File: src/hw/rtl/srd_pkg.sv
// Shared types and defaults for the signed restoring divider.
// No dependencies; every other file imports this package.
package srd_pkg;

    localparam int DEFAULT_WIDTH = 32;

    // Sign and error flags that ride along with each division through the array
    typedef struct packed {
        logic a_neg;
        logic b_neg;
        logic div_zero;
    } t_flags;

endpackage

File: src/hw/rtl/srd_cell.sv
// One restoring-division step: shift in a dividend bit, trial subtract, keep or restore.
// Depends on srd_pkg for t_flags.
module srd_cell import srd_pkg::*; #(
    parameter int WIDTH = DEFAULT_WIDTH
) (
    input  logic             i_clk,
    input  logic             i_rst_n,
    input  logic             i_valid,
    output logic             o_ready,
    input  logic [WIDTH-1:0] i_r,
    input  logic [WIDTH-1:0] i_aq,
    input  logic [WIDTH-1:0] i_nb,
    input  t_flags           i_flags,
    output logic             o_valid,
    input  logic             i_ready,
    output logic [WIDTH-1:0] o_r,
    output logic [WIDTH-1:0] o_aq,
    output logic [WIDTH-1:0] o_nb,
    output t_flags           o_flags
);

    logic             r_valid;
    logic [WIDTH-1:0] r_r, n_r;
    logic [WIDTH-1:0] r_aq, n_aq;
    logic [WIDTH-1:0] r_nb;
    t_flags           r_flags;
    logic [WIDTH-1:0] w_trial;
    logic             w_ge;
    logic             w_load;

    assign o_ready = !r_valid || i_ready;
    assign w_load  = i_valid && o_ready;

    // Remainder stays below a nonzero divisor's magnitude, so its top bit is always clear.
    // The dividend shifts out of aq from the top while quotient bits fill the bottom.
    always_comb begin
        w_trial = {i_r[WIDTH-2:0], i_aq[WIDTH-1]};
        w_ge    = (w_trial >= i_nb);
        n_r     = w_ge ? (w_trial - i_nb) : w_trial;
        n_aq    = {i_aq[WIDTH-2:0], w_ge};
    end

    always_ff @(posedge i_clk) begin
        if (!i_rst_n) begin
            r_valid <= 1'b0;
        end else if (o_ready) begin
            r_valid <= i_valid;
        end
    end

    always_ff @(posedge i_clk) begin
        if (w_load) begin
            r_r     <= n_r;
            r_aq    <= n_aq;
            r_nb    <= i_nb;
            r_flags <= i_flags;
        end
    end

    assign o_valid = r_valid;
    assign o_r     = r_r;
    assign o_aq    = r_aq;
    assign o_nb    = r_nb;
    assign o_flags = r_flags;

endmodule

File: config.mk
export PLATFORM = sky130hd
export DESIGN_NAME = srd_cell
export DESIGN_NICKNAME = d
export VERILOG_FILES = /design/src/hw/rtl/srd_pkg.sv /design/src/hw/rtl/srd_cell.sv
export SDC_FILE = /design/constraint.sdc
export NUM_CORES = 1
export LEC_CHECK = 0
export BUFFER_PORTS_ARGS = -buffer_cell sky130_fd_sc_hd__buf_2
export CAP_MARGIN = 40
export CORE_MARGIN = 2
export CORE_UTILIZATION = 45
export DETAILED_ROUTE_END_ITERATION = 6
export GPL_ROUTABILITY_DRIVEN = 0
export HOLD_SLACK_MARGIN = 0.03
export MAX_ROUTING_LAYER = met4
export PLACE_DENSITY = 0.88
export SYNTH_ARGS = -nofsm -noshare
export SYNTH_HDL_FRONTEND = slang
export SYNTH_SLANG_ARGS = --single-unit
File: constraint.sdc
create_clock -name i_clk -period 3.7 [get_ports i_clk]
set_clock_uncertainty 0.15 [all_clocks]
set_input_delay 0.74 -clock i_clk [delete_from_list [all_inputs] [get_ports i_clk]]
set_output_delay 0.74 -clock i_clk [all_outputs]
set_load 0.005 [all_outputs]
# After elaboration in Yosys (flattened, before gate mapping)
# Cells that the tools add are included.
[classes]
add_sub_neg = 1
n_lt_le_gt_ge = 1
n_mux = 1
reduce_logical = 3
[op_table]
columns = ["cell", "n"]
rows = [
  ["32-bit >= comparator", 1],
  ["32-bit two-way mux", 1],
  ["32-bit subtractor", 1],
  ["1-bit logical AND", 1],
  ["1-bit logical NOT", 1],
  ["1-bit logical OR", 1],
]
[word_totals]
ff_bits = 100
in_bits = 103
output_inout_bits = 101
wordCells = 13

# Depth between registers and ports, before layout
# Gate-level depths: netlist of run 1.
[logic_depth]
word_depth = 3
ltp_mapped = 13
ltp_nobuf = 11

# Least setup slack after synthesis of run 1
# OpenSTA, ideal clock, no wires.
[synth_path]
kind = "input-to-reg"
start = "input i_ready"
end = "register r_aq[0] (netlist: o_aq[0]) (enable)"
setup_time_ns = 0.469
t_arrival_ns = 3.190
t_required_ns = 3.081
setup_slack_ns = -0.109
path_stages = 2
n_path_buf = 0
path_cell_list = "nand2b_1 -> and2_1"
[synth_between]
elab_chain_len = 2
[synth_rtl]
columns = ["item", "line", "text"]
rows = [
  ["start: declaration", "srd_cell.sv:15", "input logic i_ready,"],
  ["1-bit logical OR", "srd_cell.sv:31", "assign o_ready = !r_valid || i_ready;"],
  ["1-bit logical AND", "srd_cell.sv:32", "assign w_load = i_valid && o_ready;"],
  ["named net w_load", "srd_cell.sv:29", "logic w_load;"],
  ["end signal: assignment", "srd_cell.sv:54", "r_aq <= n_aq;"],
  ["end: declaration", "srd_cell.sv:24", "logic [WIDTH-1:0] r_aq, n_aq;"],
]
# The timed path passes the listed nets, and every way through them passes these cells.
# A chain may end at the register's enable or synchronous reset.

# Worst setup path in the final report of run 1
[layout_path]
start = "input i_nb[1]"
end = "register r_r[31] (netlist: o_r[31]) (data pin)"
[layout_between]
elab_chain_len = 2
elab_cells_between_ends = 3
classes_between = "add/sub: 1; order compare: 1; mux: 1"
[layout_rtl]
columns = ["item", "line", "text"]
rows = [
  ["start: declaration", "srd_cell.sv:12", "input logic [WIDTH-1:0] i_nb,"],
  ["32-bit subtractor / 32-bit >= comparator (equally long branches)", "srd_cell.sv:39, srd_cell.sv:38", ""],
  ["32-bit two-way mux *", "srd_cell.sv:39", "n_r = w_ge ? (w_trial - i_nb) : w_trial;"],
  ["named net n_r[31]", "srd_cell.sv:23", "logic [WIDTH-1:0] r_r, n_r;"],
  ["end signal: assignment", "srd_cell.sv:53", "r_r <= n_r;"],
  ["end: declaration", "srd_cell.sv:23", ""],
]
# Mark *: on every way through the listed nets, which the timed path passes. The rest lies on a longest branch.

==> tab_implementation.tex, run 1 <==
\begin{tabular}{lr}
\hline
Metric & Value \\
\hline
\multicolumn{2}{l}{\textbf{Setup path}} \\
Launch instance of the worst register-to-register path & o\_valid \\
Classification of the worst setup path & in2reg \\
Slowest cell on crit path & sky130\_fd\_sc\_hd\_\_a221o\_2 \\
Sort of element at the end of the critical path & flip-flop \\
Crit path from & i\_nb[1] \\
Family with the most delay on the worst path & compound AO/OA/AOI/OAI gates \\
List of cells traversed by the critical path & buf\_2, inv\_1, ha\_1, nor2b\_1, o31a\_1, a2bb2oi\_1, a221o\_2, a211oi\_4, o2111ai\_1, xor2\_1, mux2\_2 \\
Largest incremental delay on the critical path & 500 ps \\
Critical path data arrival time & 3230 ps \\
R2R Setup Slk & 2000 ps \\
Worst EP required & 3650 ps \\
Worst-path maximum fanout & 6 \\
Buffering stage count on the worst path with inverters included & 2 \\
Launching element type of the critical path & input pin \\
\multicolumn{2}{l}{\textbf{Worst hold path}} \\
Hold WC Path Type & reg2reg \\
Start point of the worst hold path & o\_valid \\
\multicolumn{2}{l}{\textbf{Placement}} \\
Number of buffers inserted by port buffering & 202 \\
Half-perimeter wire length after placement & 9670 um \\
Worst slack after detailed placement & 69.42 ps \\
\multicolumn{2}{l}{\textbf{Yosys}} \\
Area share of the largest cell type after synthesis & 0.5640 \\
Post-Syn Instances & 415 \\
Cells taking the most area after synthesis & sky130\_fd\_sc\_hd\_\_edfxtp\_1 (56\%), sky130\_fd\_sc\_hd\_\_ha\_1 (7.6\%), sky130\_fd\_sc\_hd\_\_mux2\_2 (5.3\%) \\
Number of flops mapped to enable cells by yosys & 99 \\
Syn Nets & 551 \\
Most used standard cell by instance count after synthesis & sky130\_fd\_sc\_hd\_\_edfxtp\_1 \\
Cell type contributing the most total cell area after synthesis & sky130\_fd\_sc\_hd\_\_edfxtp\_1 \\
Fraction of registers with async set or reset after synthesis & 0 \\
Dominant register cell in the synthesized netlist & sky130\_fd\_sc\_hd\_\_edfxtp\_1 \\
Flip-flop and latch count after synthesis & 100 \\
Area of the mapped netlist & between 0.005 and 0.006 mm\^{}2 \\
Most numerous cell types in the synthesized netlist & sky130\_fd\_sc\_hd\_\_edfxtp\_1 (99), sky130\_fd\_sc\_hd\_\_inv\_1 (37), sky130\_fd\_sc\_hd\_\_ha\_1 (32), sky130\_fd\_sc\_hd\_\_a21oi\_1 (25), sky130\_fd\_sc\_hd\_\_mux2\_2 (25) \\
Number of warnings printed during yosys synthesis & 0 \\
Register area share after synthesis & 0.5678 \\
Count of different cell masters after synthesis & 54 \\
Mean instance size in the synthesized netlist & 12.70 um\^{}2 \\
\multicolumn{2}{l}{\textbf{Global route}} \\
Wire length of the first global-routing pass & around 19000 um \\
Vias in the first global route & 4165 \\
Global routing usage summed across all routing layers & 0.1983 \\
Antenna violations before repair & 0 \\
Remaining global-route overflow & 0 \\
Pin count of the biggest net entering global routing & 47 \\
\multicolumn{2}{l}{\textbf{Power}} \\
Leak pwr & 3.107 nW \\
Worst IR Drop VDD & 0.0003269 V \\
Pwr per Cell Area & 429.0 mW/mm\^{}2 \\
\multicolumn{2}{l}{\textbf{Clocking}} \\
TritonCTS Buffers & 9 \\
Total of hold buffers inserted after clock tree synthesis & 0 \\
Clk slew on worst S/H paths & roughly 70 ps \\
Buffers from clock root to sink, at most & 2 \\
Sink Count & 100 \\
Post-CTS Setup Repair Bufs & 0 \\
Maximum level of the CTS H-tree & 3 \\
CTS tree & built \\
Clock latency of the later-clocked register in the worst-skew pair & 350 ps \\
Cell at the root of the clock tree & sky130\_fd\_sc\_hd\_\_clkbuf\_16 \\
Number of resized instances in the post-cts repair step & 0 \\
\multicolumn{2}{l}{\textbf{Timing}} \\
Ratio of final minimum period to clock period & 0.8862 \\
Headroom to the max-slew limit & 0.6844 \\
Final number of max-transition violations & 0 \\
Transition time at the pin with the least slew margin & 469.7 ps \\
Worst hold slack & 407.9 ps \\
Final worst-path setup slack & 421.0 ps \\
Setup-violating endpoint count in the final report & 0 \\
Final count of hold timing violations & 0 \\
Post-Route Setup TNS & 0 ps \\
Setup repair after global routing missed its margin & false \\
Period minus WS final & approximately 3300 ps \\
Max Clk Rate & 0.3050 GHz \\
\multicolumn{2}{l}{\textbf{Die}} \\
Core box area & between 0.01 and 0.015 mm\^{}2 \\
DIE HEIGHT & 112.2 um \\
DIE WIDTH & roughly 110 um \\
Io pins & between 200 and 250 \\
Std-Cell Rows & 39 \\
Initial Utilization & 0.4616 \\
Die area & 0.01260 mm\^{}2 \\
\multicolumn{2}{l}{\textbf{Route}} \\
DRT Pass-1 Iters & 4 \\
Total length of routed wires & about 12000 um \\
Count of vias placed by the detailed router & 4073 \\
Average vias per placed instance & approximately 5.2 \\
DRC errors left & 0 \\
Post-route antenna net violation count & 0 \\
Wirelength per Cell & 15.75 um \\
Number of DRC markers in iteration 0 & 208 \\
\multicolumn{2}{l}{\textbf{Cells and area}} \\
Fraction of final layout cells with drive strength greater than 1 & 0.4132 \\
Number of fillers in the final layout & roughly 950 \\
Final \#Nets & 765 \\
Core occupancy in the finished layout & 0.5949 \\
Area growth, synth to finish & 28.86\% \\
Antenna cell count & 0 \\
\multicolumn{2}{l}{\textbf{Run status}} \\
Outcome & finished clean \\
\multicolumn{2}{l}{\textbf{Job}} \\
Total of max-cap violations & 0 \\
\hline
\end{tabular}
sequential cells by signal, summed over array words and instances, names as in the netlist:
signal,count
o_aq,32
o_nb,32
o_r,32
o_flags,3
o_valid,1
cells by family after synthesis:
group	synth area share
compound gates	0.1324
fa+ha+maj	0.07975
buf+inv	0.03916
mux	0.06741
simple gates	0.06860
flops	0.5678
xor+xnor	0.04486
area by class of cell:
| type | count | area [um^2] | area share |
|---|---|---|---|
| multi-input combinational | 267 | 2074 | 0.3054 |
| clock buffer | 9 | 225.2 | 0.03316 |
| timing repair buffer | 214 | 1126 | 0.1658 |
| inverter | 37 | 138.9 | 0.02045 |
| tap | 143 | 178.9 | 0.02634 |
| sequential | 100 | 2993 | 0.4406 |
| clock inverter | 7 | 56.30 | 0.008289 |
layer usage:
layer | up-vias | share of wire | track usage
met1 | 1913 | 0.40 | 0.2265
met2 | 156 | 0.52 | 0.3410
li1 | 1984 | - | -
met3 | 20 | 0.064 | 0.04698
met5 | - | 0 | -
met4 | 0 | 0.018 | 0.07236
placed cells by master (no fill, tap or decap), types with 3 or more instances in the layout:
cell type	n
sky130_fd_sc_hd__xor2_1	12
sky130_fd_sc_hd__o21a_1	7
sky130_fd_sc_hd__nor3_1	6
sky130_fd_sc_hd__nor2_1	19
sky130_fd_sc_hd__xnor2_1	15
sky130_fd_sc_hd__nand2_1	23
sky130_fd_sc_hd__inv_6	3
sky130_fd_sc_hd__inv_1	37
sky130_fd_sc_hd__and3_1	5
sky130_fd_sc_hd__o21ai_0	13
sky130_fd_sc_hd__mux2_2	25
sky130_fd_sc_hd__nand3_1	5
sky130_fd_sc_hd__clkbuf_16	9
sky130_fd_sc_hd__ha_1	32
sky130_fd_sc_hd__a21o_1	20
sky130_fd_sc_hd__nand4_1	7
sky130_fd_sc_hd__mux2i_1	4
sky130_fd_sc_hd__edfxtp_1	99
sky130_fd_sc_hd__buf_2	202
sky130_fd_sc_hd__mux2_1	3
sky130_fd_sc_hd__a21oi_1	25
sky130_fd_sc_hd__a31oi_1	4
sky130_fd_sc_hd__buf_4	10
metrics by stage:
step | total power (W) | cells | instance area, um^2
floorplan | 0.001799 | 415 | 5273
global placement | 0.002018 | 761 | 6511
detailed placement | 0.002041 | 761 | 6511
CTS | 0.002945 | 777 | 6793
global route | 0.003056 | 777 | 6793
finish | 0.002914 | 777 | 6793
tightest hold or removal path, stage by stage, from the launching register on:
cell                       delay (ps)
sky130_fd_sc_hd__dfxtp_1          320
sky130_fd_sc_hd__nand2b_1         100
sky130_fd_sc_hd__a21boi_0         100
path summary, 6_finish.rpt:
check | end | depth (start not counted)
setup / recovery | o_r[31] | 11
setup reg to reg | o_nb[18] | 3
hold reg to reg | o_valid | 2
hold / removal | o_valid | 2
power breakdown:
group | total (W) | internal [W] | switching (W)
registers | 0.00138 | 0.00136 | 0.0000197
clock network | 0.000897 | 0.000466 | 0.000432
logic | 0.000638 | 0.000308 | 0.000330
(Power assumes the default switching activity.)
==> inputs of run 2 (changes only) <==
--- a/config.mk
+++ b/config.mk
@@ -5,15 +5,17 @@
 export SDC_FILE = /design/constraint.sdc
 export NUM_CORES = 1
 export LEC_CHECK = 0
+export ABC_AREA = 1
 export BUFFER_PORTS_ARGS = -buffer_cell sky130_fd_sc_hd__buf_2
 export CAP_MARGIN = 40
 export CORE_MARGIN = 2
-export CORE_UTILIZATION = 45
+export CORE_UTILIZATION = 46
+export CTS_CLUSTER_DIAMETER = 200
 export DETAILED_ROUTE_END_ITERATION = 6
 export GPL_ROUTABILITY_DRIVEN = 0
 export HOLD_SLACK_MARGIN = 0.03
 export MAX_ROUTING_LAYER = met4
-export PLACE_DENSITY = 0.88
+export PLACE_DENSITY = 0.87
 export SYNTH_ARGS = -nofsm -noshare
 export SYNTH_HDL_FRONTEND = slang
 export SYNTH_SLANG_ARGS = --single-unit
==> run 2 against run 1 <==
Cell count is 49% higher. Sequential cell count stayed put. Global-route usage up 1.9 points. Final area grew 12%. Power rose by 3.5%. Critical path type unchanged. Highest routed layer unchanged.
==> tab_implementation.tex, run 2 <==
\begin{tabular}{lr}
\hline
Metric & Value \\
\hline
\multicolumn{2}{l}{\textbf{Power}} \\
Pwr per Cell Area & 396.0 mW/mm\^{}2 (was 429.0 mW/mm\^{}2) \\
Share of power burned in combinational logic & 0.227 (was 0.219) \\
Total net switching power & 0.0008639 W (was 0.0007813 W) \\
Clock share of power & 0.315 (was 0.308) \\
Design internal power & 0.002152 W (was 0.002133 W) \\
Seq pwr share & 0.458 (was 0.473) \\
Switching share of power & 0.2865 (was 0.2681) \\
Worst IR Drop VDD & 0.0002644 V (was 0.0003269 V) \\
Leak pwr & 4.132 nW (was 3.107 nW) \\
\multicolumn{2}{l}{\textbf{Placement}} \\
Half-perimeter wire length after placement & 11850 um (was 9670 um) \\
Number of buffers inserted by port buffering & 202 (unchanged) \\
Worst slack after detailed placement & 453.1 ps (was 69.42 ps) \\
\multicolumn{2}{l}{\textbf{Die}} \\
Std-Cell Rows & 42 (was 39) \\
Core box area & 0.01309 mm\^{}2 (was 0.01142 mm\^{}2) \\
Io pins & 204 (unchanged) \\
Die area & 0.01422 mm\^{}2 (was 0.01260 mm\^{}2) \\
DIE HEIGHT & 119.2 um (was 112.2 um) \\
DIE WIDTH & 119.2 um (was 112.2 um) \\
Initial Utilization & 0.4668 (was 0.4616) \\
\multicolumn{2}{l}{\textbf{Setup path}} \\
Crit-path most repeated cell & sky130\_fd\_sc\_hd\_\_nand2\_1 \\
Sort of element at the end of the critical path & flip-flop (unchanged) \\
Largest incremental delay on the critical path & 380 ps (was 500 ps) \\
Worst-path maximum fanout & 19 (was 6) \\
Critical path data arrival time & 2840 ps (was 3230 ps) \\
Launching element type of the critical path & input pin (unchanged) \\
Classification of the worst setup path & in2reg (unchanged) \\
List of cells traversed by the critical path & buf\_2, inv\_1, ha\_1, fa\_1, inv\_1, nand2\_1, nand2\_1, nand3\_1, nand2\_2, nand2\_1, nand3\_1, nand2\_2, nand2\_4, buf\_4, o21ai\_0 (was buf\_2, inv\_1, ha\_1, nor2b\_1, o31a\_1, a2bb2oi\_1, a221o\_2, a211oi\_4, o2111ai\_1, xor2\_1, mux2\_2) \\
Buffering stage count on the worst path with inverters included & 4 (was 2) \\
Slowest cell on crit path & sky130\_fd\_sc\_hd\_\_fa\_1 (was sky130\_fd\_sc\_hd\_\_a221o\_2) \\
Worst EP required & 3650 ps (about the same) \\
Family with the most delay on the worst path & simple AND/OR/NAND/NOR gates (was compound AO/OA/AOI/OAI gates) \\
\multicolumn{2}{l}{\textbf{Clocking}} \\
Sink Count & 100 (unchanged) \\
Buffers from clock root to sink, at most & 2 (unchanged) \\
Number of resized instances in the post-cts repair step & 0 (unchanged) \\
Total of hold buffers inserted after clock tree synthesis & 0 (unchanged) \\
Maximum level of the CTS H-tree & 3 (unchanged) \\
Cell at the root of the clock tree & sky130\_fd\_sc\_hd\_\_clkbuf\_16 (unchanged) \\
Post-CTS Setup Repair Bufs & 0 (unchanged) \\
CTS tree & built (unchanged) \\
TritonCTS Buffers & 9 (unchanged) \\
Clock latency of the later-clocked register in the worst-skew pair & 350 ps (about the same) \\
Clk slew on worst S/H paths & 70 ps (about the same) \\
\multicolumn{2}{l}{\textbf{Timing}} \\
Final worst-path setup slack & 809.0 ps (was 421.0 ps) \\
Period minus WS final & 2891 ps (was 3279 ps) \\
Max Clk Rate & 0.3459 GHz (was 0.3050 GHz) \\
Post-Route Setup TNS & 0 ps (unchanged) \\
Headroom to the max-slew limit & 0.5179 (was 0.6844) \\
Setup repair after global routing missed its margin & false (unchanged) \\
Transition time at the pin with the least slew margin & 723.2 ps (was 469.7 ps) \\
Final number of max-transition violations & 0 (unchanged) \\
Final count of hold timing violations & 0 (unchanged) \\
Ratio of final minimum period to clock period & 0.7814 (was 0.8862) \\
Setup-violating endpoint count in the final report & 0 (unchanged) \\
\multicolumn{2}{l}{\textbf{Yosys}} \\
Most used standard cell by instance count after synthesis & sky130\_fd\_sc\_hd\_\_nand2\_1 (was sky130\_fd\_sc\_hd\_\_edfxtp\_1) \\
Synth Area in Compound Gates & 0.02478 (was 0.1324) \\
Area share of the largest cell type after synthesis & 0.4867 (was 0.5640) \\
Area fraction in and, or, nand and nor cells after synthesis & 0.2847 (was 0.06860) \\
Syn Nets & 904 (was 551) \\
Cells taking the most area after synthesis & sky130\_fd\_sc\_hd\_\_edfxtp\_1 (49\%), sky130\_fd\_sc\_hd\_\_nand2\_1 (19\%), sky130\_fd\_sc\_hd\_\_inv\_1 (9.9\%) (was sky130\_fd\_sc\_hd\_\_edfxtp\_1 (56\%), sky130\_fd\_sc\_hd\_\_ha\_1 (7.6\%), sky130\_fd\_sc\_hd\_\_mux2\_2 (5.3\%)) \\
Register area share after synthesis & 0.4900 (was 0.5678) \\
Cell type contributing the most total cell area after synthesis & sky130\_fd\_sc\_hd\_\_edfxtp\_1 (unchanged) \\
Most numerous cell types in the synthesized netlist & sky130\_fd\_sc\_hd\_\_nand2\_1 (310), sky130\_fd\_sc\_hd\_\_inv\_1 (161), sky130\_fd\_sc\_hd\_\_edfxtp\_1 (99), sky130\_fd\_sc\_hd\_\_nand3\_1 (43), sky130\_fd\_sc\_hd\_\_nor2\_1 (38) (was sky130\_fd\_sc\_hd\_\_edfxtp\_1 (99), sky130\_fd\_sc\_hd\_\_inv\_1 (37), sky130\_fd\_sc\_hd\_\_ha\_1 (32), sky130\_fd\_sc\_hd\_\_a21oi\_1 (25), sky130\_fd\_sc\_hd\_\_mux2\_2 (25)) \\
Dominant register cell in the synthesized netlist & sky130\_fd\_sc\_hd\_\_edfxtp\_1 (unchanged) \\
Number of flops mapped to enable cells by yosys & 99 (unchanged) \\
Mean instance size in the synthesized netlist & 7.954 um\^{}2 (was 12.70 um\^{}2) \\
Number of warnings printed during yosys synthesis & 0 (unchanged) \\
Combinational family with the most area after synthesis & simple AND/OR/NAND/NOR gates (was compound AO/OA/AOI/OAI gates) \\
Multiplexer fraction of the synthesized cell area & 0 (was 0.06741) \\
Post-synthesis share of cell area spent on xor and xnor gates & 0.02007 (was 0.04486) \\
Fraction of registers with async set or reset after synthesis & 0 (unchanged) \\
Adder-cell share of the synthesized area & 0.06882 (was 0.07975) \\
Area of the mapped netlist & 0.006108 mm\^{}2 (was 0.005271 mm\^{}2) \\
Post-Syn Instances & 768 (was 415) \\
Flip-flop and latch count after synthesis & 100 (unchanged) \\
Count of different cell masters after synthesis & 30 (was 54) \\
\multicolumn{2}{l}{\textbf{Cells and area}} \\
Area growth, synth to finish & 24.66\% (was 28.86\%) \\
Top library cells by usage in the layout, fill and taps aside & sky130\_fd\_sc\_hd\_\_nand2\_1 (310), sky130\_fd\_sc\_hd\_\_buf\_2 (202), sky130\_fd\_sc\_hd\_\_inv\_1 (161) (was sky130\_fd\_sc\_hd\_\_buf\_2 (202), sky130\_fd\_sc\_hd\_\_edfxtp\_1 (99), sky130\_fd\_sc\_hd\_\_inv\_1 (37)) \\
Fraction of final layout cells with drive strength greater than 1 & 0.2431 (was 0.4132) \\
Number of fillers in the final layout & 1198 (was 948) \\
Antenna cell count & 0 (unchanged) \\
Most common cell after layout, fill and taps aside & sky130\_fd\_sc\_hd\_\_nand2\_1 (was sky130\_fd\_sc\_hd\_\_buf\_2) \\
Final \#Nets & 1114 (was 765) \\
\multicolumn{2}{l}{\textbf{Global route}} \\
Pin count of the biggest net entering global routing & 57 (was 47) \\
Vias in the first global route & 5218 (was 4165) \\
Remaining global-route overflow & 0 (unchanged) \\
Wire length of the first global-routing pass & 23600 um (was 19430 um) \\
Global routing usage summed across all routing layers & 0.2173 (was 0.1983) \\
Antenna violations before repair & 0 (unchanged) \\
\multicolumn{2}{l}{\textbf{Route}} \\
Average vias per placed instance & 4.732 (was 5.242) \\
Count of vias placed by the detailed router & 5484 (was 4073) \\
DRC errors left & 0 (unchanged) \\
Wirelength per Cell & 12.71 um (was 15.75 um) \\
Post-route antenna net violation count & 0 (unchanged) \\
Number of DRC markers in iteration 0 & 368 (was 208) \\
DRT Pass-1 Iters & 7 (was 4) \\
Total length of routed wires & 14740 um (was 12240 um) \\
\multicolumn{2}{l}{\textbf{Worst hold path}} \\
Hold WC Path Type & in2reg (was reg2reg) \\
\multicolumn{2}{l}{\textbf{Run status}} \\
Outcome & finished clean (unchanged) \\
\multicolumn{2}{l}{\textbf{Job}} \\
Total of max-cap violations & 0 (unchanged) \\
\hline
\end{tabular}
## run 2: cell count changes in the layout (fill, tap and decap cells not counted), moves of 5 or more
cell and delta:
sky130_fd_sc_hd__nor2_1 +19, sky130_fd_sc_hd__nand2_1 +287, sky130_fd_sc_hd__a21o_1 -20, sky130_fd_sc_hd__buf_4 -7, sky130_fd_sc_hd__nand3_1 +38, sky130_fd_sc_hd__xnor2_1 -14, sky130_fd_sc_hd__mux2_2 -25, sky130_fd_sc_hd__o21ai_0 -10
sky130_fd_sc_hd__and3_1 -5, sky130_fd_sc_hd__inv_1 +124, sky130_fd_sc_hd__a21oi_1 -8, sky130_fd_sc_hd__o21a_1 -7
## run 2: area by class of cell
class                           instances  area, um^2  share of cell area
Inverter                              165       621.8             0.08166
Timing Repair Buffer                  205        1033              0.1357
Tap cell                              176       220.2             0.02892
Clock inverter                          6       72.57            0.009530
Multi-Input combinational cell        497        2445              0.3211
Sequential cell                       100        2993              0.3930
Clock buffer                           10       229.0             0.03007
## run 2: cell families after synthesis
logic type      after synthesis
simple gates                423
buf+inv                     171
flops                       100
fa+ha+maj                    33
compound gates               27
xor+xnor                     14
## run 2: layer usage
layer,up-vias,wire length (um),part of all wire,global-route usage
met2,240,6931,0.47,0.3642
met5,-,0,0,-
met1,2405,6040,0.41,0.2537
li1,2804,-,-,-
met4,0,520,0.035,0.1079
met3,35,1244,0.084,0.03592
## run 2: path summary, 6_finish.rpt
path                               start       end  slack, ps  cells past startpoint
worst max-delay path            i_aq[31]    o_r[0]        810                     15
worst max register to register   o_valid    o_r[6]       2060                      2
worst min-delay path            i_aq[28]  o_aq[29]        410                      1
worst min register to register   o_valid   o_valid        410                      2
## run 2: power groups by stage
stage,Sequential (W),Clock (W),Combinational [W]
CTS,0.00138,0.000971,0.000685
detailed placement,0.00141,0,0.000682
global route,0.00139,0.00102,0.000778
finish,0.00138,0.000949,0.000686
floorplan,0.00142,0,0.000423
global placement,0.00140,0,0.000664
## run 2: stage by stage
| stage | power [W] | utilization | hold slack (ps) | cells | area (um^2) |
|---|---|---|---|---|---|
| finish | 0.003016 | 0.5819 | 413.0 | 1159 | 7615 |
| global route | 0.003188 | 0.5819 | 397.0 | 1159 | 7615 |
| CTS | 0.003038 | 0.5819 | 399.2 | 1159 | 7615 |
| detailed placement | 0.002088 | 0.5589 | 405.0 | 1143 | 7313 |
| global placement | 0.002068 | 0.5589 | 378.3 | 1143 | 7313 |
| floorplan | 0.001845 | - | 408.1 | 768 | 6120 |
